`config.mk`:
```
export PLATFORM = sky130hd
export DESIGN_NAME = lru_page_replacement
export DESIGN_NICKNAME = d
export VERILOG_FILES = /design/src/rtl/lrupr_pkg.sv /design/src/rtl/lrupr_cell.sv /design/src/rtl/lru_page_replacement.sv
export SDC_FILE = /design/constraint.sdc
export NUM_CORES = 1
export LEC_CHECK = 0
export ABC_CLOCK_PERIOD_IN_PS = 9330
export BUFFER_PORTS_ARGS = -buffer_cell sky130_fd_sc_hd__buf_2
export CORE_MARGIN = 2
export CORE_UTILIZATION = 30
export CTS_CLUSTER_DIAMETER = 30
export DETAILED_ROUTE_END_ITERATION = 7
export PLACE_DENSITY_LB_ADDON = 0.15
export SYNTH_ARGS = -nofsm -noshare
export SYNTH_HDL_FRONTEND = slang
export SYNTH_SLANG_ARGS = --single-unit
export TNS_END_PERCENT = 100
```
`constraint.sdc`:
```
create_clock -name clk -period 9.33 [get_ports clk]
set_clock_uncertainty 0.1 [all_clocks]
set_input_delay 0.4665 -clock clk [delete_from_list [all_inputs] [get_ports clk]]
set_output_delay 0.4665 -clock clk [all_outputs]
set_load 0.01 [all_outputs]
```
`src/rtl/lrupr_pkg.sv`:
```
package lrupr_pkg;

  // Reset value of the frame count register
  localparam logic [3:0] FRAME_COUNT_RST = 4'd8;

  // Per-cycle command broadcast to every cell of the recency stack
  typedef struct packed {
    logic update;   // a lookup is being applied this cycle
    logic miss;     // the lookup missed: the whole stack pushes down
    logic trim;     // frame count written: drop frames beyond the new count
    logic compact;  // close holes left by a trim
  } cell_cmd_t;

endpackage

```
`src/rtl/lrupr_cell.sv`:
```
// One slot of the recency stack. Slot 0 is the most recent entry.
// On an update the slot takes its upper neighbor when a match sits at or
// below it (or on any miss); during compaction it takes its lower neighbor
// when a hole sits at or above it.
module lrupr_cell #(
  parameter int FID_W     = 3,
  parameter int NW        = 4,
  parameter int PAGE_BITS = 16
) (
  input  logic                  clk,
  input  logic                  rst,
  input  lrupr_pkg::cell_cmd_t  cmd,
  input  logic [PAGE_BITS-1:0]  req_page,
  input  logic [NW-1:0]         n_trim,
  input  logic                  prev_valid,
  input  logic [FID_W-1:0]      prev_fid,
  input  logic [PAGE_BITS-1:0]  prev_page,
  input  logic                  next_valid,
  input  logic [FID_W-1:0]      next_fid,
  input  logic [PAGE_BITS-1:0]  next_page,
  input  logic                  hit_below,
  input  logic                  hole_above,
  output logic                  valid,
  output logic [FID_W-1:0]      fid,
  output logic [PAGE_BITS-1:0]  page,
  output logic                  match,
  output logic                  hit_chain,
  output logic                  hole_chain
);

  // Lookup compare and neighbor chains
  assign match      = valid && (page == req_page);
  assign hit_chain  = match | hit_below;
  assign hole_chain = hole_above | !valid;

  // Slot contents
  always_ff @(posedge clk) begin
    if (rst) begin
      valid <= 1'b0;
    end else if (cmd.trim) begin
      if (NW'(fid) >= n_trim) valid <= 1'b0;
    end else if (cmd.compact && hole_chain) begin
      valid <= next_valid;
      fid   <= next_fid;
      page  <= next_page;
    end else if (cmd.update && (cmd.miss || hit_chain)) begin
      valid <= prev_valid;
      fid   <= prev_fid;
      page  <= prev_page;
    end
  end

endmodule

```
`src/rtl/lru_page_replacement.sv`:
```
// LRU page replacement. One page reference is taken per item (start high while
// busy is low); the lookup runs in the following cycle while busy is high, and
// the result is shown with done, a one-cycle strobe, in the cycle after that, so
// a new reference is taken once the lookup is over. Frames are held in a chain
// of cells ordered by recency: every cell compares its page in parallel, and a
// hit or a miss moves the chosen entry to the head while the cells in front of
// it each pass their contents one place down. The receiver cannot stall: done
// is a one-cycle strobe and nothing is buffered behind it. Writing cfg_wdata
// (frame count, 0 acts as 1, values above FRAMES act as FRAMES) drops frames
// beyond the new count and then compacts the chain while sweep counts down,
// during which busy stays high. fault_count holds the saturating fault total.
module lru_page_replacement #(
  parameter int FRAMES    = 8,
  parameter int PAGE_BITS = 16
) (
  input  logic                 clk,
  input  logic                 rst,
  input  logic                 start,
  output logic                 busy,
  input  logic [PAGE_BITS-1:0] page,
  input  logic                 cfg_wr,
  input  logic [3:0]           cfg_wdata,
  output logic                 done,
  output logic                 hit,
  output logic [2:0]           frame,
  output logic                 evicted_valid,
  output logic [PAGE_BITS-1:0] evicted_page,
  output logic [31:0]          fault_count
);

  localparam int FID_W = $clog2(FRAMES);
  localparam int NW    = $clog2(FRAMES + 1);
  localparam int CW    = (NW > 4) ? NW : 4;
  localparam int SW    = $clog2(FRAMES);

  // Clamp a frame count value to 1..FRAMES
  function automatic logic [NW-1:0] clamp_n(input logic [3:0] v);
    logic [CW-1:0] w;
    w = CW'(v);
    if (w == '0) clamp_n = NW'(1);
    else if (w > CW'(FRAMES)) clamp_n = NW'(FRAMES);
    else clamp_n = NW'(w);
  endfunction

  logic [3:0]           frame_count;
  logic [NW-1:0]        n_act;
  logic [NW-1:0]        n_wr;
  logic                 work;
  logic [PAGE_BITS-1:0] req_page;
  logic [SW-1:0]        sweep;
  logic [FRAMES-1:0]    fv;
  logic [31:0]          faults;

  lrupr_pkg::cell_cmd_t cmd;

  logic [FRAMES-1:0]    c_valid;
  logic [FRAMES-1:0]    c_match;
  logic [FID_W-1:0]     c_fid  [FRAMES];
  logic [PAGE_BITS-1:0] c_page [FRAMES];
  logic [FRAMES:0]      hit_ch;
  logic [FRAMES:0]      hole_ch;

  logic                 hit_any;
  logic                 full;
  logic                 miss;
  logic [FID_W-1:0]     hit_fid;
  logic [FID_W-1:0]     vic_fid;
  logic [PAGE_BITS-1:0] vic_page;
  logic [FID_W-1:0]     free_id;
  logic [FID_W-1:0]     new_fid;
  logic [FID_W+2:0]     fid_wide;

  assign n_act = clamp_n(frame_count);
  assign n_wr  = clamp_n(cfg_wdata);
  assign busy  = work | (sweep != '0);

  // Command to the cells
  assign cmd.update  = work;
  assign cmd.miss    = miss;
  assign cmd.trim    = cfg_wr;
  assign cmd.compact = (sweep != '0);

  assign hit_ch[FRAMES] = 1'b0;
  assign hole_ch[0]     = 1'b0;

  // Recency chain
  for (genvar g = 0; g < FRAMES; g++) begin : g_cell
    logic                 p_valid;
    logic [FID_W-1:0]     p_fid;
    logic [PAGE_BITS-1:0] p_page;
    logic                 n_valid;
    logic [FID_W-1:0]     n_fid;
    logic [PAGE_BITS-1:0] n_page;

    if (g == 0) begin : g_head
      assign p_valid = 1'b1;
      assign p_fid   = new_fid;
      assign p_page  = req_page;
    end else begin : g_body
      // the evicted tail of the active stack falls off past the frame count
      assign p_valid = c_valid[g-1] && (NW'(g) < n_act);
      assign p_fid   = c_fid[g-1];
      assign p_page  = c_page[g-1];
    end

    if (g == FRAMES - 1) begin : g_tail
      assign n_valid = 1'b0;
      assign n_fid   = '0;
      assign n_page  = '0;
    end else begin : g_inner
      assign n_valid = c_valid[g+1];
      assign n_fid   = c_fid[g+1];
      assign n_page  = c_page[g+1];
    end

    lrupr_cell #(
      .FID_W     (FID_W),
      .NW        (NW),
      .PAGE_BITS (PAGE_BITS)
    ) u_cell (
      .clk        (clk),
      .rst        (rst),
      .cmd        (cmd),
      .req_page   (req_page),
      .n_trim     (n_wr),
      .prev_valid (p_valid),
      .prev_fid   (p_fid),
      .prev_page  (p_page),
      .next_valid (n_valid),
      .next_fid   (n_fid),
      .next_page  (n_page),
      .hit_below  (hit_ch[g+1]),
      .hole_above (hole_ch[g]),
      .valid      (c_valid[g]),
      .fid        (c_fid[g]),
      .page       (c_page[g]),
      .match      (c_match[g]),
      .hit_chain  (hit_ch[g]),
      .hole_chain (hole_ch[g+1])
    );
  end

  // Hit frame, victim at the tail of the active stack, lowest free frame
  always_comb begin
    hit_fid  = '0;
    vic_fid  = '0;
    vic_page = '0;
    full     = 1'b0;
    free_id  = '0;
    for (int j = 0; j < FRAMES; j++) begin
      if (c_match[j]) hit_fid = hit_fid | c_fid[j];
      if (NW'(j + 1) == n_act) begin
        full     = c_valid[j];
        vic_fid  = c_fid[j];
        vic_page = c_page[j];
      end
    end
    for (int i = FRAMES - 1; i >= 0; i--) begin
      if (!fv[i] && (NW'(i) < n_act)) free_id = FID_W'(i);
    end
  end

  assign hit_any  = |c_match;
  assign miss     = work && !hit_any;
  assign new_fid  = hit_any ? hit_fid : (full ? vic_fid : free_id);
  assign fid_wide = {3'b000, new_fid};

  // Frame count register and compaction sweep
  always_ff @(posedge clk) begin
    if (rst) begin
      frame_count <= lrupr_pkg::FRAME_COUNT_RST;
      sweep       <= '0;
    end else if (cfg_wr) begin
      frame_count <= cfg_wdata;
      sweep       <= SW'(FRAMES - 1);
    end else if (sweep != '0) begin
      sweep <= sweep - SW'(1);
    end
  end

  // Per-frame occupancy
  always_ff @(posedge clk) begin
    if (rst) begin
      fv <= '0;
    end else if (cfg_wr) begin
      for (int i = 0; i < FRAMES; i++) begin
        if (NW'(i) >= n_wr) fv[i] <= 1'b0;
      end
    end else if (miss && !full) begin
      fv[free_id] <= 1'b1;
    end
  end

  // Item capture
  always_ff @(posedge clk) begin
    if (rst) begin
      work <= 1'b0;
    end else begin
      work <= start && !busy;
    end
    if (start && !busy) req_page <= page;
  end

  // Fault counter, saturating
  always_ff @(posedge clk) begin
    if (rst) begin
      faults <= '0;
    end else if (miss && (faults != '1)) begin
      faults <= faults + 32'd1;
    end
  end

  assign fault_count = faults;

  // Result register
  always_ff @(posedge clk) begin
    if (rst) begin
      done <= 1'b0;
    end else begin
      done <= work;
    end
    if (work) begin
      hit           <= hit_any;
      frame         <= fid_wide[2:0];
      evicted_valid <= !hit_any && full;
      evicted_page  <= (!hit_any && full) ? vic_page : '0;
    end
  end

`ifndef SYNTHESIS
  a_one_match: assert property (@(posedge clk) disable iff (rst)
    work |-> $onehot0(c_match))
    else $error("more than one cell matched the page");

  a_hit_no_evict: assert property (@(posedge clk) disable iff (rst)
    done |-> !(hit && evicted_valid))
    else $error("hit reported together with an eviction");

  a_packed: assert property (@(posedge clk) disable iff (rst)
    (sweep == '0) |-> ((c_valid & (c_valid + FRAMES'(1))) == '0))
    else $error("recency stack has a hole after compaction");

  a_occupancy: assert property (@(posedge clk) disable iff (rst)
    $countones(c_valid) == $countones(fv))
    else $error("stack entries and frame occupancy disagree");
`endif

endmodule
```
==> summary by stage <==
Routing
The per-cell via count in the routed design is 5.53. The wire length reported by the detailed router is 57,500 µm. For this block, the initial DRC count from the detailed router was 1,240. The via total after detailed routing is 12,100.

Dividing the detail-routed wire length by the instance count gives 26.3 µm. The count of nets left with antenna violations once routing finished came out at 0. The first detailed-routing pass took 8 iterations. The count of unresolved DRC violations after routing is 0.

GRT
Global routing consumed, on the met1 layer, 28.8% of the routing resources. In the global route stage, met3 resource usage came out at 5.59%. The first global-routing pass estimated 83,200 µm of wire. The highest-utilization routing layer at the global route stage is met2.

Entering global routing, the biggest net connects 59 pins. The via count of the first global-routing pass is 12,003. The initial antenna violation count is 1. Global routing consumed, on the met2 layer, 37.4% of the routing resources. The overall track demand over capacity in global routing is 22.9%. The overflow left after global routing is 0.

STA
The number of max-slew violations in the final report came to 0. The final period utilization is 48.9%. The clock period could shrink to 4.56 ns. The actual transition at the worst max-transition pin is 1.39 ns.

The relative max-transition margin is 7.18%. The final setup slack of the worst path is 4.77 ns. The total setup violations reported at the end of the flow is 0. The number of failing hold endpoints at the final stage came to 0. The achievable clock frequency is 0.219 GHz. Summed over all failing endpoints, the final setup total negative slack is 0 ns. Setup repair after global routing left no endpoint under its margin.

Clock tree
The root buffer cell is sky130_fd_sc_hd__clkbuf_16. The TritonCTS clock tree is done. The number of buffers inserted during clock tree synthesis is 80. After clock tree synthesis, the flow added hold-fix buffers numbering 16. In this run, post-CTS repair resized a total of 0 instances. CTS built an H-tree with a depth of 3.

The later pin in the worst-skew pair is clocked with a latency of 0.61 ns. Buffers added to address setup during post-CTS repair amount to 0. The number of sinks handled by clock tree synthesis is 246. The buffer depth of the longest clock path is 3. After clock tree synthesis, the clock-pin slew on the worst setup and hold paths is 0.05 ns.

Critical path
The required time at the worst-slack endpoint is 9.37 ns. STA classifies the critical path endpoint as a flop. The worst-case reg-to-reg path depth is 9.

The startpoint identified for the worst register-to-register timing path is sweep[0]. The delay contributed by the slowest stage of the critical path is 1.15 ns. The signal on the critical path passes through inv_1 > ha_1 > nor2b_1 > buf_4 > a21oi_1 > nor2_2 > buf_4 > o21a_1 > a31oi_4. The number of gates on the worst path with buffers counted is 9. The buffers plus inverters on the worst setup path is 3. The largest fanout on the critical path is 28.

The cell repeated most along the worst path is sky130_fd_sc_hd__buf_4. The worst reg-to-reg setup slack is 4.77 ns. The worst setup path is of the reg -> reg kind. The worst setup path is launched from a flop.

In this run the critical register-to-register path is captured at g_cell[6].u_cell.fid[1]. The cell class contributing the biggest share of worst-path delay is compound AO/OA/AOI/OAI gates. Data arrives at the worst endpoint at 4.60 ns.

On the critical path, the stage with the largest delay is an instance of sky130_fd_sc_hd__o21a_1.

Floorplanning
The core region is 47,600 µm². The die is 224 µm wide. In this run the core area contains 80 standard-cell rows. In this run the count of I/O pins placed on the die edge is 79. Once the floorplan was initialized, standard cells occupied 30.4% of the core. The die covers 50,000 µm². The die is 224 µm tall.

Power
The net load switching power is 1.09 mW. The power share of the combinational group is 9.1%. VDD sags by at most 0.170 mV.

In this run the static leakage power is 6.45 nW. The power density over the cells is 230 nW/µm². The portion of total power attributed to sequential cells is 31.6%.

The switching part of the total power is 26.1%. Of the total power, the clock network draws 59.2%. The internal power of the cells totals 3.09 mW.

Final layout
From synthesis to final layout, the design area changed by 25.6%. The antenna diode count is 0. Cells with a size suffix above 1 make up 22.7% of the layout. In the final design database the tool counted 1,564 nets. The number of fillers in the final layout is 4,729.

Logic synthesis
The share of flip-flops with an asynchronous set or reset after synthesis is 0%. For this run, the leading register cell type out of synthesis is sky130_fd_sc_hd__edfxtp_1. Yosys printed 0 warnings. The synthesized cell area is 14,500 µm². After synthesis, the mean cell area works out to 10.4 µm². Yosys mapped a number of flops with a built-in enable equal to 189.

In this run, synthesis produced a sequential element count of 246. The number of instances in the synthesized netlist is 1,390. The number of nets in the synthesized netlist is 1,441. Synthesis instantiated 72 different standard cells from the library. For this run, the register share of the synthesized area comes to 47.1%.

Min path
The path class of the tightest hold or removal check is in -> reg. The worst hold path was traced through 3 stages. The endpoint of the worst hold-timing path is frame_count[0]. The source of the worst hold timing path is cfg_wdata[0].

Job
The max-capacitance violation count is 0.

Placed design
The half-perimeter wire length after placement is 39,300 µm. Routability-driven placement finished with a final weighted congestion of 0.974. The port buffer count is 78. Prior to clock tree synthesis, the placed netlist has a worst setup slack of 4.89 ns.

Outcome
The run finished with clean final reports.
kinds of logic (layout without fill, tap and decap cells):
group | after synthesis | count (layout) | share of synthesized area, %
adders and majority gates | 27 | 27 | 2.33
DFF | 246 | 246 | 47.1
muxes | 125 | 125 | 9.56
buffers and inverters | 113 | 297 | 3.82
and+or+nand+nor | 498 | 498 | 17.4
xor gates and xnor gates | 132 | 132 | 8.25
AOI/OAI and AO/OA | 249 | 249 | 11.5
power groups by stage:
stage / Combinational (mW) / Clock [mW] / Sequential, mW
after floorplan: 0.245 / 0 / 1.30
after global placement: 0.371 / 0 / 1.34
after detailed placement: 0.372 / 0 / 1.34
after CTS: 0.379 / 2.51 / 1.32
after global routing: 0.406 / 2.58 / 1.33
final: 0.380 / 2.48 / 1.32
worst max-delay path by stage:
| stage | from | to | slack (ns) |
|---|---|---|---|
| after floorplan | g_cell[0].p_page[13] | g_cell[1].u_cell.fid[0] | 6.01 |
| after global placement | sweep[0] | g_cell[6].u_cell.page[11] | 4.87 |
| after detailed placement | sweep[0] | g_cell[6].u_cell.page[7] | 4.89 |
| after CTS | sweep[0] | g_cell[6].u_cell.fid[1] | 4.89 |
| after global routing | sweep[0] | g_cell[6].u_cell.fid[0] | 4.62 |
| final | sweep[0] | g_cell[6].u_cell.fid[1] | 4.77 |
through the flow:
stage                     instances  util, %  cell area, µm²  total power [mW]  hold slack [ns]
after global placement         2030     32.5           15500              1.71            0.376
final                          2189     38.2           18200              4.18            0.127
after global routing           2189     38.2           18200              4.31            0.139
after floorplan                1390        -           14500              1.55            0.367
after detailed placement       2030     32.5           15500              1.71            0.385
after CTS                      2189     38.2           18200              4.21            0.102
cells in the mapped netlist, types with 8 or more instances:
library cell                 n  area share, %
sky130_fd_sc_hd__o211ai_1   23            1.2
sky130_fd_sc_hd__a222oi_1   16            1.1
sky130_fd_sc_hd__and2_1     26            1.1
sky130_fd_sc_hd__clkbuf_1   48            1.2
sky130_fd_sc_hd__o21a_1      8           0.42
sky130_fd_sc_hd__mux2_2     91            7.1
sky130_fd_sc_hd__inv_1      32           0.83
sky130_fd_sc_hd__xor2_1     20            1.2
sky130_fd_sc_hd__or3_1      12           0.52
sky130_fd_sc_hd__or4_1      15           0.78
sky130_fd_sc_hd__o21ai_0    43            1.5
sky130_fd_sc_hd__mux2i_1    28            1.9
sky130_fd_sc_hd__nand2_1   183            4.7
sky130_fd_sc_hd__nand3_1    40            1.4
sky130_fd_sc_hd__nor2b_1    12           0.52
sky130_fd_sc_hd__xnor2_1   107            6.5
sky130_fd_sc_hd__nor3_1     22           0.76
sky130_fd_sc_hd__buf_4      11           0.57
sky130_fd_sc_hd__dfxtp_1    57            7.9
sky130_fd_sc_hd__a22oi_1    18           0.93
sky130_fd_sc_hd__ha_1       27            2.3
sky130_fd_sc_hd__buf_6      11           0.86
sky130_fd_sc_hd__nand2b_1   23           0.99
sky130_fd_sc_hd__o31ai_1    12           0.62
sky130_fd_sc_hd__nand4_1    47            2.0
sky130_fd_sc_hd__edfxtp_1  189             39
sky130_fd_sc_hd__a31oi_1    23           0.99
sky130_fd_sc_hd__nor2_1     66            1.7
sky130_fd_sc_hd__a21oi_1    53            1.8
sky130_fd_sc_hd__nor4_1     15           0.65
registers in the layout, indices dropped and copies added, names as in the netlist:
signal / cells
g_cell.u_cell.valid: 8
fv: 8
g_cell.u_cell.fid: 24
sweep: 3
g_cell.p_page: 16
hit: 1
frame: 3
evicted_page: 16
frame_count: 4
fault_count: 32
g_cell.u_cell.page: 128
done: 1
work: 1
evicted_valid: 1
layout by cell type, fill, tap and decap left out, types with 6 or more instances in the layout:
master                          count
sky130_fd_sc_hd__edfxtp_1         189
sky130_fd_sc_hd__nand2_1          183
sky130_fd_sc_hd__xnor2_1          107
sky130_fd_sc_hd__mux2_2            91
sky130_fd_sc_hd__clkbuf_16         82
sky130_fd_sc_hd__buf_2             78
sky130_fd_sc_hd__nor2_1            59
sky130_fd_sc_hd__dfxtp_1           54
sky130_fd_sc_hd__a21oi_1           50
sky130_fd_sc_hd__nand4_1           47
sky130_fd_sc_hd__o21ai_0           42
sky130_fd_sc_hd__nand3_1           40
sky130_fd_sc_hd__inv_1             32
sky130_fd_sc_hd__mux2i_1           28
sky130_fd_sc_hd__buf_4             28
sky130_fd_sc_hd__ha_1              27
sky130_fd_sc_hd__and2_1            26
sky130_fd_sc_hd__nand2b_1          23
sky130_fd_sc_hd__o211ai_1          23
sky130_fd_sc_hd__a31oi_1           22
sky130_fd_sc_hd__nor3_1            22
sky130_fd_sc_hd__xor2_1            20
sky130_fd_sc_hd__a22oi_1           18
sky130_fd_sc_hd__a222oi_1          16
sky130_fd_sc_hd__dlygate4sd3_1     16
sky130_fd_sc_hd__or4_1             15
sky130_fd_sc_hd__clkinv_2          15
sky130_fd_sc_hd__nor4_1            14
sky130_fd_sc_hd__clkbuf_1          13
sky130_fd_sc_hd__nor2b_1           12
sky130_fd_sc_hd__o31ai_1           12
sky130_fd_sc_hd__or3_1             12
sky130_fd_sc_hd__clkinv_1          12
sky130_fd_sc_hd__clkinvlp_4         9
sky130_fd_sc_hd__o21a_1             8
sky130_fd_sc_hd__nor2_2             7
sky130_fd_sc_hd__a21o_1             7
sky130_fd_sc_hd__and3_1             7
sky130_fd_sc_hd__or2_2              6
sky130_fd_sc_hd__a211oi_1           6
per-layer routing:
layer	wire [µm]	vias to the layer above
met5	0	-
li1	-	5457
met4	2240	0
met2	27100	523
met1	24000	5989
met3	4120	131
layout make-up:
| cell class | instances | area [µm²] | area share, % |
|---|---|---|---|
| Tap cell | 615 | 769 | 4.23 |
| Clock inverter | 45 | 374 | 2.06 |
| Inverter | 32 | 120 | 0.661 |
| Timing Repair Buffer | 122 | 761 | 4.19 |
| Sequential cell | 246 | 6820 | 37.5 |
| Clock buffer | 98 | 2140 | 11.8 |
| Multi-Input combinational cell | 1031 | 7190 | 39.6 |
tightest hold or removal path: cells and delay by family:
kind	cells	cell delay [ns]
buffers and inverters	1	0.15
multiplexers	1	0.09
AND/OR/NAND/NOR	1	0.07
No activity file was read; power rests on OpenSTA's default activity.
